**src/hdl/lpbm_pkg.sv**
```systemverilog
// shared types, constants and tables for the log peak bar meter
// no dependencies
package lpbm_pkg;

  localparam int EDGE_ENTRIES = 17;
  localparam int EDGE_MAX     = 255;
  localparam int EDGE_TAB [EDGE_ENTRIES] =
    '{0, 1, 2, 3, 5, 7, 10, 14, 20, 28, 40, 54, 74, 101, 137, 187, 255};

  localparam int SAMPLE_W      = 16;
  localparam int ROW_IN_W      = 4;
  localparam int BAND_IN_W     = 4;
  localparam int IDX_W         = 8;
  localparam int PEAK_W        = 15;
  localparam int PEAK_SHIFT    = 7;
  localparam int LOG_P_W       = PEAK_W - PEAK_SHIFT;
  localparam int LOG_ENTRIES   = 2 ** LOG_P_W;
  localparam int LOG_FRAC_BITS = 13;
  localparam int LVL_W         = 16;
  localparam int GAIN_W        = 14;
  localparam int STEP_W        = 12;
  localparam int PROD_W        = GAIN_W + LVL_W;
  localparam int ROUND_BIAS    = 32768;
  localparam int BIDX_W        = 5;
  localparam int QUEUE_DEPTH   = 4;
  localparam int IN_DATA_W     = 24;
  localparam int OUT_DATA_W    = 24;
  localparam int CFG_IDX_W     = 8;
  localparam int CFG_DATA_W    = 16;

  localparam logic [GAIN_W-1:0] GAIN_RESET = 14'd4096;
  localparam logic [STEP_W-1:0] STEP_RESET = 12'd205;

  typedef enum logic [CFG_IDX_W-1:0] {
    REG_BAR_GAIN  = 8'd0,
    REG_SLEW_STEP = 8'd1
  } cfg_reg_t;

  typedef enum logic {
    CMD_SAMPLE,
    CMD_RENDER
  } cmd_kind_t;

  typedef struct packed {
    cmd_kind_t               kind;
    logic                    lvl_we;
    logic                    commit;
    logic [IDX_W-1:0]        idx;
    logic [LOG_P_W-1:0]      peak;
    logic [BIDX_W-1:0]       bidx;
    logic [ROW_IN_W-1:0]     row;
    logic [BAND_IN_W-1:0]    band;
    logic                    oob;
  } cmd_t;

  typedef logic [LVL_W-1:0] log_tab_t [LOG_ENTRIES];

  function automatic int edge_of(int b);
    int r;
    if (b < EDGE_ENTRIES) begin
      r = EDGE_TAB[b];
    end else begin
      r = EDGE_MAX;
    end
    return r;
  endfunction

  // log2(p)/8 as q0.16, mantissa squared once per fraction bit
  function automatic log_tab_t build_log_tab();
    log_tab_t    tab;
    logic [63:0] m;
    logic [15:0] frac;
    int          e;
    for (int p = 0; p < LOG_ENTRIES; p++) begin
      if (p < 2) begin
        tab[p] = '0;
      end else begin
        e = 0;
        for (int k = 1; k < LOG_P_W; k++) begin
          if ((p >> k) != 0) begin
            e = k;
          end
        end
        m = 64'(p) << (30 - e);
        frac = '0;
        for (int k = 0; k < LOG_FRAC_BITS; k++) begin
          m = (m * m) >> 30;
          frac = frac << 1;
          if (m >= (64'd2 << 30)) begin
            frac = frac | 16'd1;
            m = m >> 1;
          end
        end
        tab[p] = LVL_W'((e << LOG_FRAC_BITS) | int'(frac));
      end
    end
    return tab;
  endfunction

endpackage

```
**src/hdl/lpbm_queue.sv**
```systemverilog
// short command queue between front and back
// depends on lpbm_pkg
module lpbm_queue (
  input  logic           clk,
  input  logic           rst,
  input  logic           push,
  input  lpbm_pkg::cmd_t push_data,
  output logic           full,
  input  logic           pop,
  output logic           not_empty,
  output lpbm_pkg::cmd_t head
);
  import lpbm_pkg::*;

  localparam int QPTR_W = $clog2(QUEUE_DEPTH);

  cmd_t              slots [QUEUE_DEPTH];
  logic [QPTR_W-1:0] wr_ptr;
  logic [QPTR_W-1:0] rd_ptr;
  logic [QPTR_W:0]   count;

  assign full      = count == (QPTR_W+1)'(QUEUE_DEPTH);
  assign not_empty = count != '0;
  assign head      = slots[rd_ptr];

  always_ff @(posedge clk) begin
    if (rst) begin
      wr_ptr <= '0;
      rd_ptr <= '0;
      count  <= '0;
    end else begin
      if (push) begin
        wr_ptr <= wr_ptr + QPTR_W'(1);
      end
      if (pop) begin
        rd_ptr <= rd_ptr + QPTR_W'(1);
      end
      unique case ({push, pop})
        2'b10:   count <= count + (QPTR_W+1)'(1);
        2'b01:   count <= count - (QPTR_W+1)'(1);
        default: count <= count;
      endcase
    end
  end

  always_ff @(posedge clk) begin
    if (push) begin
      slots[wr_ptr] <= push_data;
    end
  end

endmodule

```
**config.mk**
```make
export PLATFORM = sky130hd
export DESIGN_NAME = lpbm_queue
export DESIGN_NICKNAME = d
export VERILOG_FILES = /design/src/hdl/lpbm_pkg.sv /design/src/hdl/lpbm_queue.sv
export SDC_FILE = /design/constraint.sdc
export NUM_CORES = 1
export LEC_CHECK = 0
export ABC_AREA = 1
export BUFFER_PORTS_ARGS = -buffer_cell sky130_fd_sc_hd__buf_2
export CORE_MARGIN = 1
export CORE_UTILIZATION = 46
export CTS_BUF_LIST = sky130_fd_sc_hd__clkbuf_4
export CTS_CLUSTER_DIAMETER = 60
export DETAILED_ROUTE_END_ITERATION = 10
export GPL_TIMING_DRIVEN = 0
export PLACE_DENSITY = 0.77
export SLEW_MARGIN = 20
export SYNTH_ARGS = -nofsm -noshare
export SYNTH_HDL_FRONTEND = slang
export SYNTH_SLANG_ARGS = --single-unit
```
**constraint.sdc**
```tcl
create_clock -name clk -period 2.4 [get_ports clk]
set_clock_uncertainty 0.15 [all_clocks]
set_input_delay 0.48 -clock clk [delete_from_list [all_inputs] [get_ports clk]]
set_output_delay 0.48 -clock clk [all_outputs]
set_load 0.01 [all_outputs]
```
==> results.toml, run 1 <==
[cells_and_area]
insertedDiodeCount = 0
final_common_cell = "edfxtp_1"
design_area_um2 = 6580
final_cell_mix = "edfxtp_1 (132), nor2_1 (76), buf_2 (72)"
finalNonFillerCells = 648
nets = 535
syn_to_final_growth_pct = 22.5
drive_gt1_share_pct = 27.3

[grt]
grt_max_degree = 25
grt_first_pass_wirelength_um = 16600
antenna_found_initial = 0
grt_pass1_vias = 3293
grt_overflow_total = 0
track_usage_pct = 19.2

[power_and_ir_drop]
swShare_pct = 23.8
comb_power_share_pct = 11.5
power_leakage_nw = 2.42
p_total_w = 0.00509
peakVddDrop_mv = 0.529
seqPwrFrac_pct = 55.7
switchingPower_w = 0.00121
p_int_w = 0.00388
powerDensity_nw_per_um2 = 774
clock_power_share_pct = 32.9

[placement]
placed_area_um2 = 6000
hpwl_um = 6880
dp.cells = 596
globalplace.congestion = 0.707
place.port_buffers = 71

[die]
die-area_um2 = 12100
num_rows = 39
start_util_pct = 47.0
coreArea_um2 = 11400
die_w_um = 110
die_y_um = 110
ios = 72

[clock_network]
clk_path_buf_depth = 2
clock_sinks = 141
numCtsBuffers = 17
clk_pin_slew_worst_paths_ns = 0.12
worstSkewPairLatency_ns = 0.49
htreeDepth = 4
clockRootBuffer = "clkbuf_4"
post-cts-setup-buffers = 0
cts_tree = "done"

[routing]
drtPass1Iterations = 4
post_drt_wl_per_cell_um = 17.0
drtAntennaViolNets = 0
vias_per_cell = 5.23
drt_first_iter_violations = 230
drc = 0
wirelength_um = 11000
vias = 3387

[worst_setup_path]
crit_type = "reg -> out"
required_ns = 1.77
endpoint_kind = "output pin"
worst-path-max-fanout = 10
worstPathArrival_ns = 1.67
worstSetupStartpointType = "flop"

[synth]
ys_seq_elements = 141
netlist_instances = 378
synth_ff_type = "edfxtp_1"
synth_edf_count = 132
syn_area_um2 = 5370
ys_seq_area_share_pct = 77.2
ys_async_sr_fraction_pct = 0
syn_avg_cell_area_um2 = 14.2
yosys_warnings = 0
syn_nets = 421
yosysUniqueCellTypes = 20

[hold_path]
hold_path_class = "in -> reg"

[sta]
rsz0062_at_grt = "yes"
timing.fmax_mhz = 435
worstMarginPinSlew_ns = 0.401
relSlewSlack_pct = 73.2
period_share_pct = 95.8
drv_slew = 0
hold_violations = 0
fin_crit_ns = 2.30
setup_viol_count_final = 0
finalSetupTns_ns = 0

[job]
maxCapViolCount = 0

[outcome]
status = "complete, no violations"
cell families (layout without fill, tap and decap cells):
logic type	count (synthesis)	in the layout	share of synthesized area [%]
AND/OR/NAND/NOR	88	88	6.22
AO/OA/AOI/OAI	107	107	10.7
flip-flops	141	141	77.2
buffers and inverters	35	162	4.13
XOR/XNOR	1	1	0.163
adder cells (fa/ha/maj)	6	6	1.54
cell type report:
type                            instances  area (µm²)
Tap cell                              143         179
Fill cell                             923        4840
Sequential cell                       141        4150
Clock buffer                           18         135
Timing Repair Buffer                   95         651
Multi-Input combinational cell        202        1020
Clock inverter                         14         190
Inverter                               15        56.3
Buffer                                 20         194
worst max-delay path: stages (launching register included):
cell,delay [ns]
dfxtp_4,0.39
inv_2,0.12
buf_4,0.19
o21ai_0,0.10
o22ai_1,0.19
buf_2,0.18
layer usage:
metal  global-route usage, %  vias up  part of all wire (%)
li1                        -     1625                     -
met1                    23.8     1633                    43
met2                    33.2      117                    51
met3                    5.35       12                   5.6
met4                    4.95        0                  0.94
met5                       0        -                     0
synth_stat cells (all sizes together) (3+ instances only):
cell type,number,area (µm²)
o22ai,33,206
inv,15,56.3
edfxtp,132,3960
a21oi,3,15.0
clkbuf,3,13.8
buf,17,151
nor2,76,285
ha,5,62.6
dfxtp,9,180
o21ai,71,355
nand2,10,37.5
repair_timing:
action	in CTS	in global routing
pin swaps	0	1
hold endpoints to repair	1	66
resized for setup	3	16
endpoints found under the setup margin	18	30
gates cloned	0	0
hold buffers	1	19
power by group through the flow:
stage	sequential, W	combinational [W]	clock [W]
2_1_floorplan	0.00288	0.000303	0
3_3_place_gp	0.00289	0.000510	0
3_5_place_dp	0.00289	0.000548	0
4_1_cts	0.00283	0.000553	0.00171
5_1_grt	0.00284	0.000648	0.00181
6_report	0.00283	0.000584	0.00167
metrics by stage:
stage	hold WS (ns)	util, %	worst slack, ns
floorplan	0.262	-	0.621
global placement	0.276	51.7	0.0814
detailed placement	0.286	52.5	0.440
CTS	0.000878	55.5	0.00203
global route	0.00175	57.6	-0.0121
finish	0.0483	57.6	0.101
sequential cells by signal (all words and copies together) (netlist names), named ones only:
signal and count:
wr_ptr 2, rd_ptr 2, count 3, slots 132
final timing paths:
kind	from	to	slack, ns	depth (start not counted)
min	push_data[13]	slots[1][13]	0.05	1
max reg2reg	wr_ptr[0]	slots[2][22]	0.74	5
min reg2reg	rd_ptr[1]	flop	0.30	1
max	flop	head[27]	0.10	5
No activity file was read; power rests on OpenSTA's default activity.
==> inputs of run 2 (changes only) <==
--- a/config.mk
+++ b/config.mk
@@ -9,7 +9,6 @@
 export BUFFER_PORTS_ARGS = -buffer_cell sky130_fd_sc_hd__buf_2
 export CORE_MARGIN = 1
 export CORE_UTILIZATION = 46
-export CTS_BUF_LIST = sky130_fd_sc_hd__clkbuf_4
 export CTS_CLUSTER_DIAMETER = 60
 export DETAILED_ROUTE_END_ITERATION = 10
 export GPL_TIMING_DRIVEN = 0
==> run 2 against run 1 <==
Against the previous run: total power rose by 20%; combinational power is 6.3% lower; final cell count fell by 2.9%; global-route usage up 0.69 points; die area stayed put; hold slack gained 0.036 ns; largest cell class unchanged; largest power group unchanged.
==> results.toml, run 2 (synthesis results as in run 1) <==
[outcome]
status = "complete, no violations"

[worst_setup_path]
r2r-start = "wr_ptr[0]"
r2r_slack_ns = 0.76
required_ns = 1.77
crit_type = "reg -> out"
timing.rr.end = "slots[2][5]"
worstPathArrival_ns = 1.71
rr_worst_depth = 5
endpoint_kind = "output pin"
worstSetupStartpointType = "flop"
cp_common_cell = "buf_2"
slowest_delay_ns = 0.38
cp_slowest_cell = "dfxtp_1"
path_cells = "inv_2 > buf_2 > o21ai_0 > o22ai_1 > buf_2"
worst-path-max-fanout = 10

[routing]
drtAntennaViolNets = 0
vias_per_cell = 5.34
drt_first_iter_violations = 297
post_drt_wl_per_cell_um = 17.8
drtPass1Iterations = 4
drc = 0
vias = 3357
wirelength_um = 11200

[cells_and_area]
drive_gt1_share_pct = 27.2
multi_input_area_um2 = 1000
nets = 515
fill_cells = 898
top_regs = "slots: 132 flops, count: 3 flops"
largest_reg_flops = 132
final_cell_mix = "edfxtp_1 (132), nor2_1 (76), buf_2 (76)"
final_common_cell = "edfxtp_1"
layout.area.seq_um2 = 4140
top_register = "slots"
syn_to_final_growth_pct = 23.4
design_area_um2 = 6630
finalNonFillerCells = 629

[sta]
drv_slew = 0
hold_slack_ns = 0.0847
timing.fmax_mhz = 426
worstMarginPinSlew_ns = 0.402
fin_crit_ns = 2.34
relSlewSlack_pct = 73.2
finalSetupTns_ns = 0
setup_viol_count_final = 0
rsz0062_at_grt = "yes"
hold_violations = 0
period_share_pct = 97.7

[power_and_ir_drop]
powerDensity_nw_per_um2 = 922
peakVddDrop_mv = 0.498
p_total_w = 0.00611
power_leakage_nw = 2.44

[die]
start_util_pct = 47.0
ios = 72
coreArea_um2 = 11400
die-area_um2 = 12100
num_rows = 39
die_y_um = 110
die_w_um = 110

[clock_network]
cts_tree = "done"
htreeDepth = 4
post-cts-setup-buffers = 0
clock_sinks = 141
numCtsBuffers = 17
clk_path_buf_depth = 2
clockRootBuffer = "clkbuf_16"
worstSkewPairLatency_ns = 0.41
clk_pin_slew_worst_paths_ns = 0.06

[hold_path]
hold_path_class = "in -> reg"
hold_end = "count[0]"
min_from = "rst"
holdPathStages = 2

[placement]
dp.cells = 596
globalplace.congestion = 0.707
hpwl_um = 6880
placed_area_um2 = 6000
place.port_buffers = 71

[grt]
grt_overflow_total = 0
antenna_found_initial = 1
grt_first_pass_wirelength_um = 17000
grt_pass1_vias = 3294
grt_max_degree = 25
track_usage_pct = 19.9

[job]
maxCapViolCount = 0
## run 2: changes by cell type in the layout (fill, tap and decap cells not counted), sizes merged
cell         previous run  this run
buf                    87        90
clkbuf                 26        23
diode                   0         1
dlygate4sd3            20         0
## run 2: worst max-delay path by stage
stage,to,from,slack [ns]
finish,head[20],flop,0.06
global route,head[7],flop,-0.03
CTS,head[27],flop,0.05
detailed placement,head[20],flop,0.44
global placement,slots[3][19],push,0.08
floorplan,slots[2][0],wr_ptr[0],0.62
## run 2: cell type report
type / instances / share of cell area (%)
flip-flops and latches: 141 / 62.5
multi-input cells: 202 / 15.1
repair buffers: 75 / 6.80
clock buffers: 18 / 6.48
clock inverters: 14 / 2.87
well taps: 143 / 2.70
plain buffers: 20 / 2.59
inverters: 15 / 0.850
diodes: 1 / 0.0378
## run 2: metal layers
layer / GRT usage (%) / part of all wire, % / vias up
met5: 0 / 0 / -
met4: 8.95 / 1.5 / 0
met3: 4.29 / 6.4 / 14
met2: 34.1 / 52 / 126
met1: 24.1 / 40 / 1627
li1: - / - / 1590
## run 2: repair_timing
item                       CTS  global route
hold buffers                 0             0
setup endpoints to repair    1             3
pin swaps                    0             0
resized for setup            1             2
## run 2: critical path: cells and delay by family (launching register included)
family          cells  cell delay [ns]
buf+inv             3             0.59
flops               1             0.38
compound gates      2             0.35
## run 2: where the power goes
| group | internal [W] | leakage [nW] | switching [W] | total, W |
|---|---|---|---|---|
| sequential | 0.00280 | 1.29 | 0.0000363 | 0.00284 |
| clock | 0.00174 | 0.301 | 0.000976 | 0.00272 |
| combinational | 0.000206 | 0.857 | 0.000341 | 0.000547 |
| total | 0.00475 | 2.44 | 0.00135 | 0.00611 |
## run 2: through the flow
| stage | setup slack [ns] | util [%] |
|---|---|---|
| finish | 0.0553 | 58.0 |
| global route | -0.0259 | 58.0 |
| CTS | 0.0455 | 58.0 |
| detailed placement | 0.440 | 52.5 |
| global placement | 0.0814 | 51.7 |
| floorplan | 0.621 | - |
==> inputs of run 3 (changes only) <==
--- a/config.mk
+++ b/config.mk
@@ -13,6 +13,7 @@
 export DETAILED_ROUTE_END_ITERATION = 10
 export GPL_TIMING_DRIVEN = 0
 export PLACE_DENSITY = 0.77
+export SETUP_SLACK_MARGIN = 0.3
 export SLEW_MARGIN = 20
 export SYNTH_ARGS = -nofsm -noshare
 export SYNTH_HDL_FRONTEND = slang
==> run 3 against run 2 <==
Against the previous run: register-to-register slack about the same; first-iteration DRC count shrank 9.1%; critical endpoint is now head[27]; critical path depth up 1; count of clock-buffer cells in the layout is the same; critical path type unchanged; die area did not move; final area increased by 4.1%.
==> results.toml, run 3 (synthesis results as in run 1) <==
[placement]
place.port_buffers = 71
hpwl_um = 6880
globalplace.congestion = 0.707

[grt]
track_usage_pct = 20.2
grt_overflow_total = 0
grt_max_degree = 25
antenna_found_initial = 1
grt_first_pass_wirelength_um = 17300
grt_pass1_vias = 3313

[cells_and_area]
syn_to_final_growth_pct = 28.5
top_register = "slots"
largest_reg_flops = 132
fill_cells = 862
drive_gt1_share_pct = 32.5
top_regs = "slots: 132 flops, count: 3 flops"
final_common_cell = "edfxtp_1"
nets = 519
layout.area.seq_um2 = 4150
final_cell_mix = "edfxtp_1 (132), buf_2 (71), nor2_1 (68)"
multi_input_area_um2 = 1110

[die]
die-area_um2 = 12100
coreArea_um2 = 11400
ios = 72
start_util_pct = 47.0
die_w_um = 110
die_y_um = 110
num_rows = 39

[clock_network]
clk_path_buf_depth = 2
cts_hold_buffers = 0
clock_sinks = 141
cts_tree = "done"
worstSkewPairLatency_ns = 0.41
clockRootBuffer = "clkbuf_16"
clk_pin_slew_worst_paths_ns = 0.06
htreeDepth = 4
numCtsBuffers = 17

[sta]
period_share_pct = 91.6
hold_violations = 0
timing.fmax_mhz = 455
drv_slew = 0
fin_crit_ns = 2.20
setup_viol_count_final = 0
worstMarginPinSlew_ns = 0.407
relSlewSlack_pct = 72.8
rsz0062_at_grt = "yes"
finalSetupTns_ns = 0

[worst_setup_path]
endpoint_kind = "output pin"
worstSetupStartpointType = "flop"
worst-path-max-fanout = 7
crit_type = "reg -> out"
required_ns = 1.77
worstPathArrival_ns = 1.57

[routing]
wirelength_um = 11700
vias = 3412
drtAntennaViolNets = 0
drtPass1Iterations = 5
vias_per_cell = 5.39
post_drt_wl_per_cell_um = 18.5
drc = 0
drt_first_iter_violations = 270

[power_and_ir_drop]
peakVddDrop_mv = 0.502
power_leakage_nw = 2.55
powerDensity_nw_per_um2 = 898
p_total_w = 0.00619

[job]
maxCapViolCount = 0

[outcome]
status = "complete, no violations"

[hold_path]
hold_path_class = "in -> reg"
[run 3: cell types whose count changed in the layout (fill, tap and decap cells not counted), moves of 4 or more]
cell,previous run,this run
o21ai_0,53,47
nor2_2,0,5
nor2_1,76,68
o22ai_1,33,24
buf_4,0,5
o22ai_2,0,9
buf_2,76,71
o21ai_2,0,4
[run 3: worst paths after layout]
path / start / to / depth (start not counted) / slack (ns)
max: flop / head[27] / 6 / 0.20
min: rst / count[0] / 2 / 0.09
max reg2reg: wr_ptr[0] / slots[2][22] / 5 / 0.76
min reg2reg: rd_ptr[1] / flop / 1 / 0.29
[run 3: final cells by class]
cell class	instances	share of cell area, %
buffer	20	3.54
tap	143	2.59
inverter	15	0.889
sequential	141	60.2
clock buffer	18	6.22
timing repair buffer	79	7.73
multi-input combinational	202	16.1
clock inverter	14	2.76
antenna	1	0.0363
[run 3: critical path: stages, from the launching register on]
cell and delay [ns]:
dfxtp_4 0.37, inv_6 0.08, buf_12 0.15, buf_8 0.13
nor2_4 0.03, o22ai_2 0.22, buf_2 0.17
[run 3: routing by layer]
metal | vias up | global-route usage [%] | wire length [µm]
met1 | 1662 | 24.6 | 4850
met5 | - | 0 | 0
li1 | 1597 | - | -
met3 | 19 | 4.41 | 669
met2 | 134 | 34.7 | 6000
met4 | 0 | 8.95 | 178
[run 3: report_power, final]
group          switching, W  leakage (nW)  internal, W
clock network      0.000986         0.301      0.00174
logic              0.000366         0.961     0.000256
registers         0.0000397          1.29      0.00280
[run 3: through the flow]
stage	instances	util [%]	hold WS [ns]	cell area, µm²	setup WS, ns
after CTS	628	58.6	0.0829	6690	0.218
after global routing	633	60.4	0.0958	6900	0.160
after detailed placement	596	52.5	0.286	6000	0.440
after global placement	592	51.7	0.276	5900	0.0814
after floorplan	378	-	0.262	5370	0.621
final	633	60.4	0.0881	6900	0.202
[run 3: timing repair]
action | CTS | global route
gates cloned | 0 | 3
pin swaps | 5 | 18
buffers inserted | 0 | 1
gates resized for setup | 23 | 39
setup endpoints to repair | 33 | 33
