`config.mk`:
```
export PLATFORM = sky130hd
export DESIGN_NAME = lpbm_front
export DESIGN_NICKNAME = d
export VERILOG_FILES = /design/src/hdl/lpbm_pkg.sv /design/src/hdl/lpbm_front.sv
export SDC_FILE = /design/constraint.sdc
export NUM_CORES = 1
export LEC_CHECK = 0
export ABC_AREA = 0
export BUFFER_PORTS_ARGS = -buffer_cell sky130_fd_sc_hd__buf_2
export CAP_MARGIN = 20
export CORE_MARGIN = 2
export CORE_UTILIZATION = 35
export DETAILED_ROUTE_END_ITERATION = 7
export MAX_ROUTING_LAYER = met4
export SKIP_LAST_GASP = 1
export SYNTH_ARGS = -nofsm -noshare
export SYNTH_HDL_FRONTEND = slang
export SYNTH_SLANG_ARGS = --single-unit
```
`constraint.sdc`:
```
create_clock -name clk -period 8.15 [get_ports clk]
set_clock_uncertainty 0.2 [all_clocks]
set_input_delay 0.815 -clock clk [delete_from_list [all_inputs] [get_ports clk]]
set_output_delay 0.815 -clock clk [all_outputs]
set_load 0.02 [all_outputs]
```
`src/hdl/lpbm_pkg.sv`:
```
// shared types, constants and tables for the log peak bar meter
// no dependencies
package lpbm_pkg;

  localparam int EDGE_ENTRIES = 17;
  localparam int EDGE_MAX     = 255;
  localparam int EDGE_TAB [EDGE_ENTRIES] =
    '{0, 1, 2, 3, 5, 7, 10, 14, 20, 28, 40, 54, 74, 101, 137, 187, 255};

  localparam int SAMPLE_W      = 16;
  localparam int ROW_IN_W      = 4;
  localparam int BAND_IN_W     = 4;
  localparam int IDX_W         = 8;
  localparam int PEAK_W        = 15;
  localparam int PEAK_SHIFT    = 7;
  localparam int LOG_P_W       = PEAK_W - PEAK_SHIFT;
  localparam int LOG_ENTRIES   = 2 ** LOG_P_W;
  localparam int LOG_FRAC_BITS = 13;
  localparam int LVL_W         = 16;
  localparam int GAIN_W        = 14;
  localparam int STEP_W        = 12;
  localparam int PROD_W        = GAIN_W + LVL_W;
  localparam int ROUND_BIAS    = 32768;
  localparam int BIDX_W        = 5;
  localparam int QUEUE_DEPTH   = 4;
  localparam int IN_DATA_W     = 24;
  localparam int OUT_DATA_W    = 24;
  localparam int CFG_IDX_W     = 8;
  localparam int CFG_DATA_W    = 16;

  localparam logic [GAIN_W-1:0] GAIN_RESET = 14'd4096;
  localparam logic [STEP_W-1:0] STEP_RESET = 12'd205;

  typedef enum logic [CFG_IDX_W-1:0] {
    REG_BAR_GAIN  = 8'd0,
    REG_SLEW_STEP = 8'd1
  } cfg_reg_t;

  typedef enum logic {
    CMD_SAMPLE,
    CMD_RENDER
  } cmd_kind_t;

  typedef struct packed {
    cmd_kind_t               kind;
    logic                    lvl_we;
    logic                    commit;
    logic [IDX_W-1:0]        idx;
    logic [LOG_P_W-1:0]      peak;
    logic [BIDX_W-1:0]       bidx;
    logic [ROW_IN_W-1:0]     row;
    logic [BAND_IN_W-1:0]    band;
    logic                    oob;
  } cmd_t;

  typedef logic [LVL_W-1:0] log_tab_t [LOG_ENTRIES];

  function automatic int edge_of(int b);
    int r;
    if (b < EDGE_ENTRIES) begin
      r = EDGE_TAB[b];
    end else begin
      r = EDGE_MAX;
    end
    return r;
  endfunction

  // log2(p)/8 as q0.16, mantissa squared once per fraction bit
  function automatic log_tab_t build_log_tab();
    log_tab_t    tab;
    logic [63:0] m;
    logic [15:0] frac;
    int          e;
    for (int p = 0; p < LOG_ENTRIES; p++) begin
      if (p < 2) begin
        tab[p] = '0;
      end else begin
        e = 0;
        for (int k = 1; k < LOG_P_W; k++) begin
          if ((p >> k) != 0) begin
            e = k;
          end
        end
        m = 64'(p) << (30 - e);
        frac = '0;
        for (int k = 0; k < LOG_FRAC_BITS; k++) begin
          m = (m * m) >> 30;
          frac = frac << 1;
          if (m >= (64'd2 << 30)) begin
            frac = frac | 16'd1;
            m = m >> 1;
          end
        end
        tab[p] = LVL_W'((e << LOG_FRAC_BITS) | int'(frac));
      end
    end
    return tab;
  endfunction

endpackage

```
`src/hdl/lpbm_front.sv`:
```
// front end: accepts requests, tracks band peaks, emits commands
// depends on lpbm_pkg
module lpbm_front #(
  parameter int BAND_COUNT    = 16,
  parameter int FRAME_SAMPLES = 256
) (
  input  logic                                 clk,
  input  logic                                 rst,
  input  logic                                 valid,
  output logic                                 ready,
  input  logic                                 action,
  input  logic signed [lpbm_pkg::SAMPLE_W-1:0] sample,
  input  logic                                 last,
  input  logic [lpbm_pkg::ROW_IN_W-1:0]        row,
  input  logic [lpbm_pkg::BAND_IN_W-1:0]       band,
  input  logic                                 hold,
  output logic                                 push,
  output lpbm_pkg::cmd_t                       cmd
);
  import lpbm_pkg::*;

  localparam int LIMIT_RAW = (edge_of(BAND_COUNT) < FRAME_SAMPLES) ?
                             edge_of(BAND_COUNT) : FRAME_SAMPLES;
  localparam logic [IDX_W-1:0] USED_LIM = IDX_W'(LIMIT_RAW);

  logic [IDX_W-1:0]  sample_index;
  logic [PEAK_W-1:0] band_peak;

  logic [IDX_W-1:0]  lo;
  logic [IDX_W-1:0]  hi;
  logic [BIDX_W-1:0] b;
  logic              used;
  logic [PEAK_W-1:0] s_pos;
  logic [PEAK_W-1:0] base;
  logic [PEAK_W-1:0] pk;
  logic              done;
  logic              lvl_we;
  logic              accept;

  // band of the current sample index
  always_comb begin
    b  = '0;
    lo = '0;
    hi = IDX_W'(edge_of(1));
    for (int j = 1; j < BAND_COUNT; j++) begin
      if (IDX_W'(edge_of(j)) <= sample_index) begin
        b  = BIDX_W'(j);
        lo = IDX_W'(edge_of(j));
        hi = IDX_W'(edge_of(j + 1));
      end
    end
  end

  always_comb begin
    used   = sample_index < USED_LIM;
    s_pos  = (!sample[SAMPLE_W-1] && (sample != '0)) ? sample[PEAK_W-1:0] : '0;
    base   = (sample_index == lo) ? '0 : band_peak;
    pk     = (s_pos > base) ? s_pos : base;
    done   = (({1'b0, sample_index} + (IDX_W+1)'(1)) == {1'b0, hi}) || last;
    lvl_we = used && done;
    ready  = !hold;
    accept = valid && ready;
    push   = accept && (action || lvl_we || last);

    cmd.kind   = action ? CMD_RENDER : CMD_SAMPLE;
    cmd.lvl_we = !action && lvl_we;
    cmd.commit = !action && last;
    cmd.idx    = sample_index;
    cmd.peak   = pk[PEAK_W-1:PEAK_SHIFT];
    cmd.bidx   = b;
    cmd.row    = row;
    cmd.band   = band;
    cmd.oob    = (BIDX_W+1)'(band) >= (BIDX_W+1)'(BAND_COUNT);
  end

  always_ff @(posedge clk) begin
    if (rst) begin
      sample_index <= '0;
      band_peak    <= '0;
    end else if (accept && !action) begin
      if (last) begin
        sample_index <= '0;
        band_peak    <= '0;
      end else if (used) begin
        sample_index <= sample_index + IDX_W'(1);
        band_peak    <= pk;
      end
    end
  end

endmodule

```
==> flow_summary.yaml, run 1 <==
final_layout:
  antenna_cells_inserted: 0
  fin_nets: 513
  syn_to_final_growth_pct: 4.677
  fin_area_sq_mm: 0.003388
  drive_above_1_share_pct: 15.55
global_routing:
  antenna_found_initial: 0
  grt_pass1_vias: 3231
  grt_first_pass_wirelength_um: 15750
  grt_max_degree: 35
  track_usage_pct: 19.37
  grt_overflow: 0
detailed_routing:
  drt-initial-drc-count: 146
  via_per_inst: 6.185
  ant_nets: 0
  firstDrtPassIters: 5
  vias: 3550
  drt_wl_total_um: 9748
  wl_per_cell_um: 16.98
  drc: 0
synth:
  syn_inst: 458
  yosysUniqueCellTypes: 71
  synth_area_per_cell_sq_um: 7.067
  synthXorXnorAreaFrac_pct: 1.353
  async_flop_share_pct: 0
  yosysWarnings: 0
  synth_top_family_by_area: "compound AO/OA/AOI/OAI gates"
  synth-main-ff-cell: "dfxtp_1"
  syn_area_sq_mm: 0.003237
  yosys.area_share.adder_pct: 7.344
  synthSimpleGateAreaFrac_pct: 29.07
  synth.area.mux_share_pct: 0.7731
  synth_compound_area_share_pct: 34.67
  ys_seq_elements: 23
  yosysSeqAreaShare_pct: 14.22
  synth-edff-count: 0
power:
  combPwrFrac_pct: 26.4
  p_clk_share_pct: 28.8
  internal-power_w: 0.0001708
  swShare_pct: 33.15
  power_density_mw_per_mm2: 75.41
  irDropWorstVdd_v: 0.00006153
  leakagePower_nw: 1.311
  p_seq_share_pct: 44.9
  p_sw_w: 0.00008469
worst_setup_path:
  cp-startpoint: "sample_index[0]"
  cp-start-kind: "flop"
  r2r_slack_ns: 2.01
  worstSetupEndpointType: "output pin"
  r2r-end: "band_peak[9]"
  crit_type: "reg2out"
  worstPathMaxFanout: 23
  critPathCapture: "cmd[17]"
  r2r-start: "sample_index[0]"
  cp_data_required_time_ns: 7.13
  reg2reg_depth: 17
  worstPathArrival_ns: 5.88
timing:
  relSlewSlack_pct: 26.60
  final_hold_viol_count: 0
  setup_violations: 0
  rsz0062_at_grt: "no"
  fmax_mhz: 145.1
  fin_crit_sh_pct: 84.57
  maxSlewViolCount: 0
  fin_crit_ns: 6.892
  finalSetupTns_ns: 0
  worst_slew_pin_slew_ns: 1.099
run_status:
  status: "completed"
clocking:
  ctsResizeCount: 0
  cts_hold_buf: 0
  path_clk_slew_ns: 0.09
  clk_path_buf_depth: 2
  post_cts.repair.setup_buffers: 0
  cts_root_buffer: "clkbuf_8"
  clock_latency_ns: 0.27
  htreeDepth: 1
  numClockSinks: 23
  cts_tree: "done"
  cts_buffers: 3
die:
  dieArea_sq_mm: 0.01003
  initial_core_util_pct: 35.54
  die_h_um: 100.2
  ios: 65
  core_region_area_sq_mm: 0.009109
  rows: 35
  die_x_um: 100.2
place:
  post-dp-hpwl_um: 7119
  port_buffers: 46
  place_area_sq_mm: 0.003342
  gp_congestion: 0.9831
hold_path:
  worstHoldPathType: "reg2reg"
flow_run:
  drv_cap: 0
stage by stage:
step / setup slack (ns) / hold slack, ns / total power [W] / cells / utilization (%)
2_1_floorplan: 2.559 / 0.2487 / 0.0001719 / 459 / -
3_3_place_gp: 1.821 / 0.2650 / 0.0001832 / 570 / 36.69
3_5_place_dp: 1.612 / 0.2688 / 0.0001844 / 570 / 36.69
4_1_cts: 1.300 / 0.2826 / 0.0002584 / 574 / 37.20
5_1_grt: 0.8578 / 0.3020 / 0.0002704 / 574 / 37.20
6_report: 1.258 / 0.2813 / 0.0002555 / 574 / 37.20
layout make-up:
class	instances	area, sq um
clock inverter	1	5.005
timing repair buffer	52	275.3
clock buffer	3	41.29
sequential	23	460.4
inverter	24	90.09
multi-input combinational	360	2377
tap	111	138.9
fill	978	5720
per-layer routing:
metal / vias up / track usage (%) / wire, um
li1: 1706 / - / -
met1: 1675 / 24.92 / 4298
met3: 21 / 2.159 / 715
met5: - / - / 0
met2: 148 / 31.75 / 4536
met4: 0 / 6.322 / 197
placed cells by master (no fill, tap or decap), types with 10 or more instances in the layout:
| cell | count |
|---|---|
| a21oi_1 | 27 |
| a32oi_1 | 12 |
| buf_2 | 46 |
| dfxtp_1 | 23 |
| ha_1 | 19 |
| inv_1 | 21 |
| nand2_1 | 36 |
| nand2b_1 | 15 |
| nand3_1 | 12 |
| nor2_1 | 37 |
| nor2b_1 | 14 |
| nor3_1 | 14 |
| o21ai_0 | 22 |
| o32ai_1 | 10 |
| o41ai_1 | 10 |
registers in the layout, indices dropped and copies added, names as in the netlist:
signal / flops
sample_index: 8
band_peak: 15
cells by family (layout without fill, tap and decap cells):
group / Yosys count / in the layout
AND/OR/NAND/NOR: 177 / 177
AO/OA/AOI/OAI: 155 / 155
buffers and inverters: 76 / 80
flip-flops: 23 / 23
adder cells (fa/ha/maj): 19 / 19
XOR/XNOR: 5 / 5
multiplexers: 2 / 2
other: 1 / 2
cell usage after synthesis (6+ instances only):
cell type	n	share of area, %
a21o_1	6	1.4
a21oi_1	27	4.2
a22oi_1	6	1.4
a31oi_1	7	1.4
a32oi_1	12	3.2
and2_1	8	1.5
buf_2	13	2.0
buf_4	15	3.5
buf_6	6	2.1
clkbuf_1	17	2.0
dfxtp_1	23	14
ha_1	19	7.3
inv_1	21	2.4
nand2_1	36	4.2
nand2b_1	15	2.9
nand3_1	12	1.9
nand4_1	8	1.5
nor2_1	37	4.3
nor2b_1	14	2.7
nor3_1	14	2.2
nor4_1	7	1.4
o211ai_1	7	1.6
o21ai_0	22	3.4
o21ai_1	9	1.4
o32ai_1	10	2.7
o41ai_1	10	2.7
power by group through the flow:
stage	clock [W]	sequential [W]	combinational (W)
after global placement	0	0.000117	0.0000659
after CTS	0.0000762	0.000115	0.0000676
after floorplan	0	0.000117	0.0000552
after detailed placement	0	0.000117	0.0000672
after global routing	0.0000804	0.000115	0.0000751
final	0.0000735	0.000115	0.0000674
worst min path at each step:
stage,endpoint,cells past startpoint,from
2_1_floorplan,band_peak[1],2,band_peak[1]
3_3_place_gp,band_peak[1],2,band_peak[1]
3_5_place_dp,band_peak[1],2,band_peak[1]
4_1_cts,band_peak[1],2,band_peak[1]
5_1_grt,band_peak[1],2,band_peak[1]
6_report,band_peak[1],2,band_peak[1]
worst max-delay path, cell delays in order, from the launching register on:
cell      delay (ns)
dfxtp_1         0.70
inv_1           0.24
ha_1            0.36
or3_4           0.43
a221oi_4        0.50
a21oi_2         0.13
mux2_4          0.33
nor4_4          0.56
buf_4           0.29
nand2b_1        0.13
ha_1            0.23
nor2b_1         0.14
o21a_1          0.17
o211ai_1        0.16
a211o_1         0.18
a21o_1          0.56
nand2_1         0.15
o32ai_1         0.14
buf_2           0.21
Note: power is estimated with default switching activity, not from simulation.
==> inputs of run 2 (changes only) <==
==> constraint.sdc (replaced) <==
create_clock -name clk -period 6.1 [get_ports clk]
set_clock_uncertainty 0.2 [all_clocks]
set_input_delay 0.61 -clock clk [delete_from_list [all_inputs] [get_ports clk]]
set_output_delay 0.61 -clock clk [all_outputs]
set_load 0.02 [all_outputs]
==> run 2 against run 1 <==
  * Utilization increased by 0.67 points
  * Final cell count increased by 1.4%
  * Via count increased by 0.82%
  * Sequential power increased by 32%
  * Register-to-register slack got worse by 1.2 ns
  * Sequential share of layout area decreased by 0.24 points
  * Non-clock buffer count increased by 8
  * Die area unchanged
  * Worst hold slack improved by 0.0055 ns
  * Highest routed layer unchanged
  * Largest power group unchanged
  * Worst setup slack got worse by 0.95 ns
  * Largest cell class unchanged
  * Wire length about the same
  * Flip-flop and latch count unchanged
==> flow_summary.yaml, run 2 (same netlist as run 1, synthesis figures left out) <==
run_status:
  status: "completed"
clocking:
  cts_root_buffer: "clkbuf_8"
  numClockSinks: 23
  clock_latency_ns: 0.27
  path_clk_slew_ns: 0.09
  clk_path_buf_depth: 2
  cts_buffers: 3
  htreeDepth: 1
  cts_tree: "done"
worst_setup_path:
  worstSetupEndpointType: "output pin"
  cp_data_required_time_ns: 5.29
  cp-start-kind: "flop"
  crit_type: "reg2out"
  worstPathArrival_ns: 4.98
  worstPathMaxFanout: 38
final_layout:
  syn_to_final_growth_pct: 6.571
  fin_util_pct: 37.87
  antenna_cells_inserted: 0
  largest_reg_flops: 15
  fin_nets: 521
  largestRegisters: "band_peak: 15 flops, sample_index: 8 flops"
  layout_common_cells: "buf_2, nor2_1, nand2_1, a21oi_1, dfxtp_1"
  largest_register: "band_peak"
  fill_cells: 983
  drive_above_1_share_pct: 17.20
  final_common_cell: "buf_2"
power:
  power_density_mw_per_mm2: 99.54
  leakagePower_nw: 1.354
  irDropWorstVdd_v: 0.00007622
timing:
  fin_crit_sh_pct: 94.87
  fin_crit_ns: 5.787
  setup_violations: 0
  relSlewSlack_pct: 31.88
  finalSetupTns_ns: 0
  rsz0062_at_grt: "no"
  worst_slew_pin_slew_ns: 1.020
  final_hold_viol_count: 0
  fmax_mhz: 172.8
  maxSlewViolCount: 0
detailed_routing:
  drt-initial-drc-count: 193
  drt_wl_total_um: 9756
  via_per_inst: 6.149
  ant_nets: 0
  wl_per_cell_um: 16.76
  vias: 3579
  drc: 0
  firstDrtPassIters: 5
global_routing:
  grt_first_pass_wirelength_um: 15910
  antenna_found_initial: 0
  grt_overflow: 0
  grt_pass1_vias: 3253
  track_usage_pct: 19.42
  grt_max_degree: 39
place:
  port_buffers: 46
  post-dp-hpwl_um: 7186
  gp_congestion: 0.9897
die:
  core_region_area_sq_mm: 0.009109
  initial_core_util_pct: 35.54
  dieArea_sq_mm: 0.01003
  rows: 35
  ios: 65
  die_h_um: 100.2
  die_x_um: 100.2
hold_path:
  worstHoldPathType: "reg2reg"
flow_run:
  drv_cap: 0
run 2: cell count changes in the layout (fill, tap and decap cells not counted), sizes merged:
| cell | delta |
|---|---|
| buf | +8 |
run 2: timing repair:
action,in CTS,in global routing
hold buffers,0,0
resized for setup,0,1
buffers inserted,0,0
endpoints found under the setup margin,0,8
run 2: stage by stage:
stage / cells / setup slack [ns] / hold slack (ns) / total power [W] / instance area (sq um)
after floorplan: 459 / 0.7140 / 0.2487 / 0.0002297 / 3241
after global placement: 578 / 0.6118 / 0.2606 / 0.0002460 / 3402
after detailed placement: 578 / 0.5340 / 0.2707 / 0.0002469 / 3402
after CTS: 582 / 0.2284 / 0.2830 / 0.0003424 / 3448
after global routing: 582 / 0.001214 / 0.3203 / 0.0003589 / 3450
final: 582 / 0.3128 / 0.2869 / 0.0003434 / 3450
run 2: final timing paths:
path | start | end | slack (ns) | cells past startpoint
setup reg to reg | sample_index[0] | band_peak[10] | 0.78 | 19
hold reg to reg | band_peak[1] | band_peak[1] | 0.29 | 2
hold / removal | band_peak[1] | band_peak[1] | 0.29 | 2
setup / recovery | sample_index[0] | cmd[21] | 0.31 | 19
run 2: layout make-up:
type / count / area, sq um / share of cell area, %
multi-input cells: 360 / 2379 / 68.95
flip-flops and latches: 23 / 460.4 / 13.35
inverters: 24 / 90.09 / 2.612
clock buffers: 3 / 41.29 / 1.197
clock inverters: 1 / 5.005 / 0.1451
repair buffers: 60 / 335.3 / 9.721
well taps: 111 / 138.9 / 4.026
run 2: report_power, final:
part / total (W) / internal [W] / switching, W / leakage [nW]
Sequential: 0.000152 / 0.000151 / 0.00000129 / 0.185
Clock: 0.0000985 / 0.0000457 / 0.0000528 / 0.0255
Combinational: 0.0000924 / 0.0000328 / 0.0000596 / 1.14
Total: 0.000343 / 0.000230 / 0.000114 / 1.35
run 2: critical path, cell delays in order (launching register included):
cell and delay (ns):
dfxtp_1 0.45, inv_1 0.16, ha_1 0.33, o31a_1 0.34
o21ai_0 0.22, o21a_1 0.30, o211ai_1 0.20, xor2_1 0.21
nor4_4 0.28, buf_4 0.36, nand2b_1 0.16, ha_1 0.23
a21o_1 0.18, a21oi_1 0.13, o21ai_0 0.10, a31oi_1 0.25
a21o_2 0.34, nand2_1 0.10, o32ai_1 0.14, buf_2 0.22
run 2: metal layers:
metal	track usage (%)	wire (um)	up-vias	share of wire, %
li1	-	-	1725	-
met1	26.47	4254	1642	44
met2	30.30	4410	184	45
met3	1.323	766	28	7.9
met4	7.060	325	0	3.3
met5	-	0	-	0
==> inputs of run 3 (changes only) <==
==> constraint.sdc (replaced) <==
create_clock -name clk -period 7.3 [get_ports clk]
set_clock_uncertainty 0.2 [all_clocks]
set_input_delay 0.73 -clock clk [delete_from_list [all_inputs] [get_ports clk]]
set_output_delay 0.73 -clock clk [all_outputs]
set_load 0.02 [all_outputs]
==> run 3 against run 2 <==
  * Clock power decreased by 15%
  * Register-to-register slack improved by 0.36 ns
  * Non-clock buffer count decreased by 8
  * Worst setup slack improved by 0.23 ns
  * Critical path depth decreased by 1
  * Combinational power decreased by 18%
  * Sequential share of layout area increased by 0.24 points
  * Utilization decreased by 0.67 points
  * Power decreased by 16%
  * First-iteration DRC count increased by 22%
  * Global-route usage increased by 0.84 points
  * Final cell count decreased by 1.4%
  * Critical path type unchanged
==> flow_summary.yaml, run 3 (same netlist as run 1, synthesis figures left out) <==
run_status:
  status: "completed"
power:
  swShare_pct: 33.77
  power_density_mw_per_mm2: 84.83
  p_sw_w: 0.00009707
  internal-power_w: 0.0001903
  irDropWorstVdd_v: 0.00005401
  p_seq_share_pct: 44.5
  p_clk_share_pct: 29.1
  combPwrFrac_pct: 26.3
  leakagePower_nw: 1.312
hold_path:
  worstHoldPathType: "reg2reg"
die:
  core_region_area_sq_mm: 0.009109
  ios: 65
  initial_core_util_pct: 35.54
  rows: 35
  dieArea_sq_mm: 0.01003
  die_x_um: 100.2
  die_h_um: 100.2
flow_run:
  drv_cap: 0
clocking:
  clock_latency_ns: 0.27
  htreeDepth: 1
  cts_tree: "done"
  cts_hold_buf: 0
  post_cts.repair.setup_buffers: 0
  path_clk_slew_ns: 0.09
  ctsResizeCount: 0
  numClockSinks: 23
  clk_path_buf_depth: 2
  cts_root_buffer: "clkbuf_8"
  cts_buffers: 3
detailed_routing:
  vias: 3526
  drt-initial-drc-count: 235
  drc: 0
  wl_per_cell_um: 17.26
  firstDrtPassIters: 5
  drt_wl_total_um: 9907
  ant_nets: 0
  via_per_inst: 6.143
global_routing:
  grt_pass1_vias: 3327
  grt_first_pass_wirelength_um: 16460
  grt_overflow: 0
  grt_max_degree: 39
  track_usage_pct: 20.26
  antenna_found_initial: 0
place:
  port_buffers: 46
  post-dp-hpwl_um: 7044
  dp_slack_ns: 0.9956
  gp_congestion: 1.031
final_layout:
  largestRegisters: "band_peak: 15 flops, sample_index: 8 flops"
  antenna_cells_inserted: 0
  fill_cells: 969
  syn_to_final_growth_pct: 4.677
  layout_common_cells: "buf_2, nor2_1, nand2_1, a21oi_1, dfxtp_1"
  largest_register: "band_peak"
  final_common_cell: "buf_2"
  fin_nets: 513
  largest_reg_flops: 15
  drive_above_1_share_pct: 15.55
worst_setup_path:
  cp_data_required_time_ns: 6.37
  worstPathArrival_ns: 5.82
  critical-path-slowest-cell: "dfxtp_1"
  r2r_slack_ns: 1.14
  cpPeakStageDelay_ns: 0.73
  crit_type: "reg2out"
  crit_chain: "inv_1 -> ha_1 -> or3_4 -> a221oi_4 -> a21oi_2 -> mux2_4 -> nor4_4 -> buf_4 -> nand2b_1 -> ha_1 -> a21o_1 -> a21oi_1 -> o21ai_0 -> a31oi_1 -> a21o_1 -> nand2_1 -> o32ai_1 -> buf_2"
  worstSetupEndpointType: "output pin"
  cp-start-kind: "flop"
  worstPathMaxFanout: 38
timing:
  fmax_mhz: 148.1
  rsz0062_at_grt: "no"
  fin_crit_sh_pct: 92.50
  setup_violations: 0
  finalSetupTns_ns: 0
  relSlewSlack_pct: 26.06
  final_hold_viol_count: 0
  finalWorstSetupSlack_ns: 0.5476
  maxSlewViolCount: 0
  fin_crit_ns: 6.752
  worst_slew_pin_slew_ns: 1.107
  fin_hold_ws_ns: 0.2853
run 3: cell count changes in the layout (fill, tap and decap cells not counted):
cell,change
a21o_1,+1
a21o_2,-1
buf_4,-8
run 3: final cells by class:
class                   instances  area, sq um  area share (%)
flip-flops and latches         23        460.4           13.59
clock inverters                 1        5.005          0.1477
well taps                     111        138.9           4.099
inverters                      24        90.09           2.659
clock buffers                   3        41.29           1.219
repair buffers                 52        275.3           8.124
multi-input cells             360         2377           70.16
run 3: per-stage QoR:
step                      utilization [%]  cell area [sq um]  instances  total power (W)
after CTS                           37.20               3388        574        0.0002891
final                               37.20               3388        574        0.0002874
after floorplan                         -               3241        459        0.0001920
after global routing                37.20               3388        574        0.0003028
after detailed placement            36.69               3342        570        0.0002056
after global placement              36.69               3342        570        0.0002052
run 3: metal layers:
layer / global-route usage [%] / share of wire (%) / up-vias
met5: - / 0 / -
met2: 31.34 / 46 / 163
met1: 27.16 / 44 / 1626
li1: - / - / 1709
met3: 2.298 / 7.2 / 28
met4: 7.692 / 3.0 / 0
run 3: path summary, 6_finish.rpt:
kind / start / depth (start not counted) / to
max reg2reg: sample_index[0] / 17 / band_peak[7]
min reg2reg: band_peak[1] / 2 / band_peak[1]
max: sample_index[0] / 18 / cmd[18]
min: band_peak[1] / 2 / band_peak[1]
run 3: worst max-delay path: cells and delay by family, from the launching register on:
kind	cells	cell delay [ns]
flip-flops	1	0.73
adder cells (fa/ha/maj)	2	0.60
buffers and inverters	3	0.83
AND/OR/NAND/NOR	4	0.94
multiplexers	1	0.33
AO/OA/AOI/OAI	8	2.10
run 3: power groups by stage:
| stage | clock network, W | logic [W] | registers (W) |
|---|---|---|---|
| floorplan | 0 | 0.0000616 | 0.000130 |
| global route | 0.0000910 | 0.0000836 | 0.000128 |
| detailed placement | 0 | 0.0000747 | 0.000131 |
| CTS | 0.0000859 | 0.0000753 | 0.000128 |
| global placement | 0 | 0.0000743 | 0.000131 |
| finish | 0.0000837 | 0.0000756 | 0.000128 |
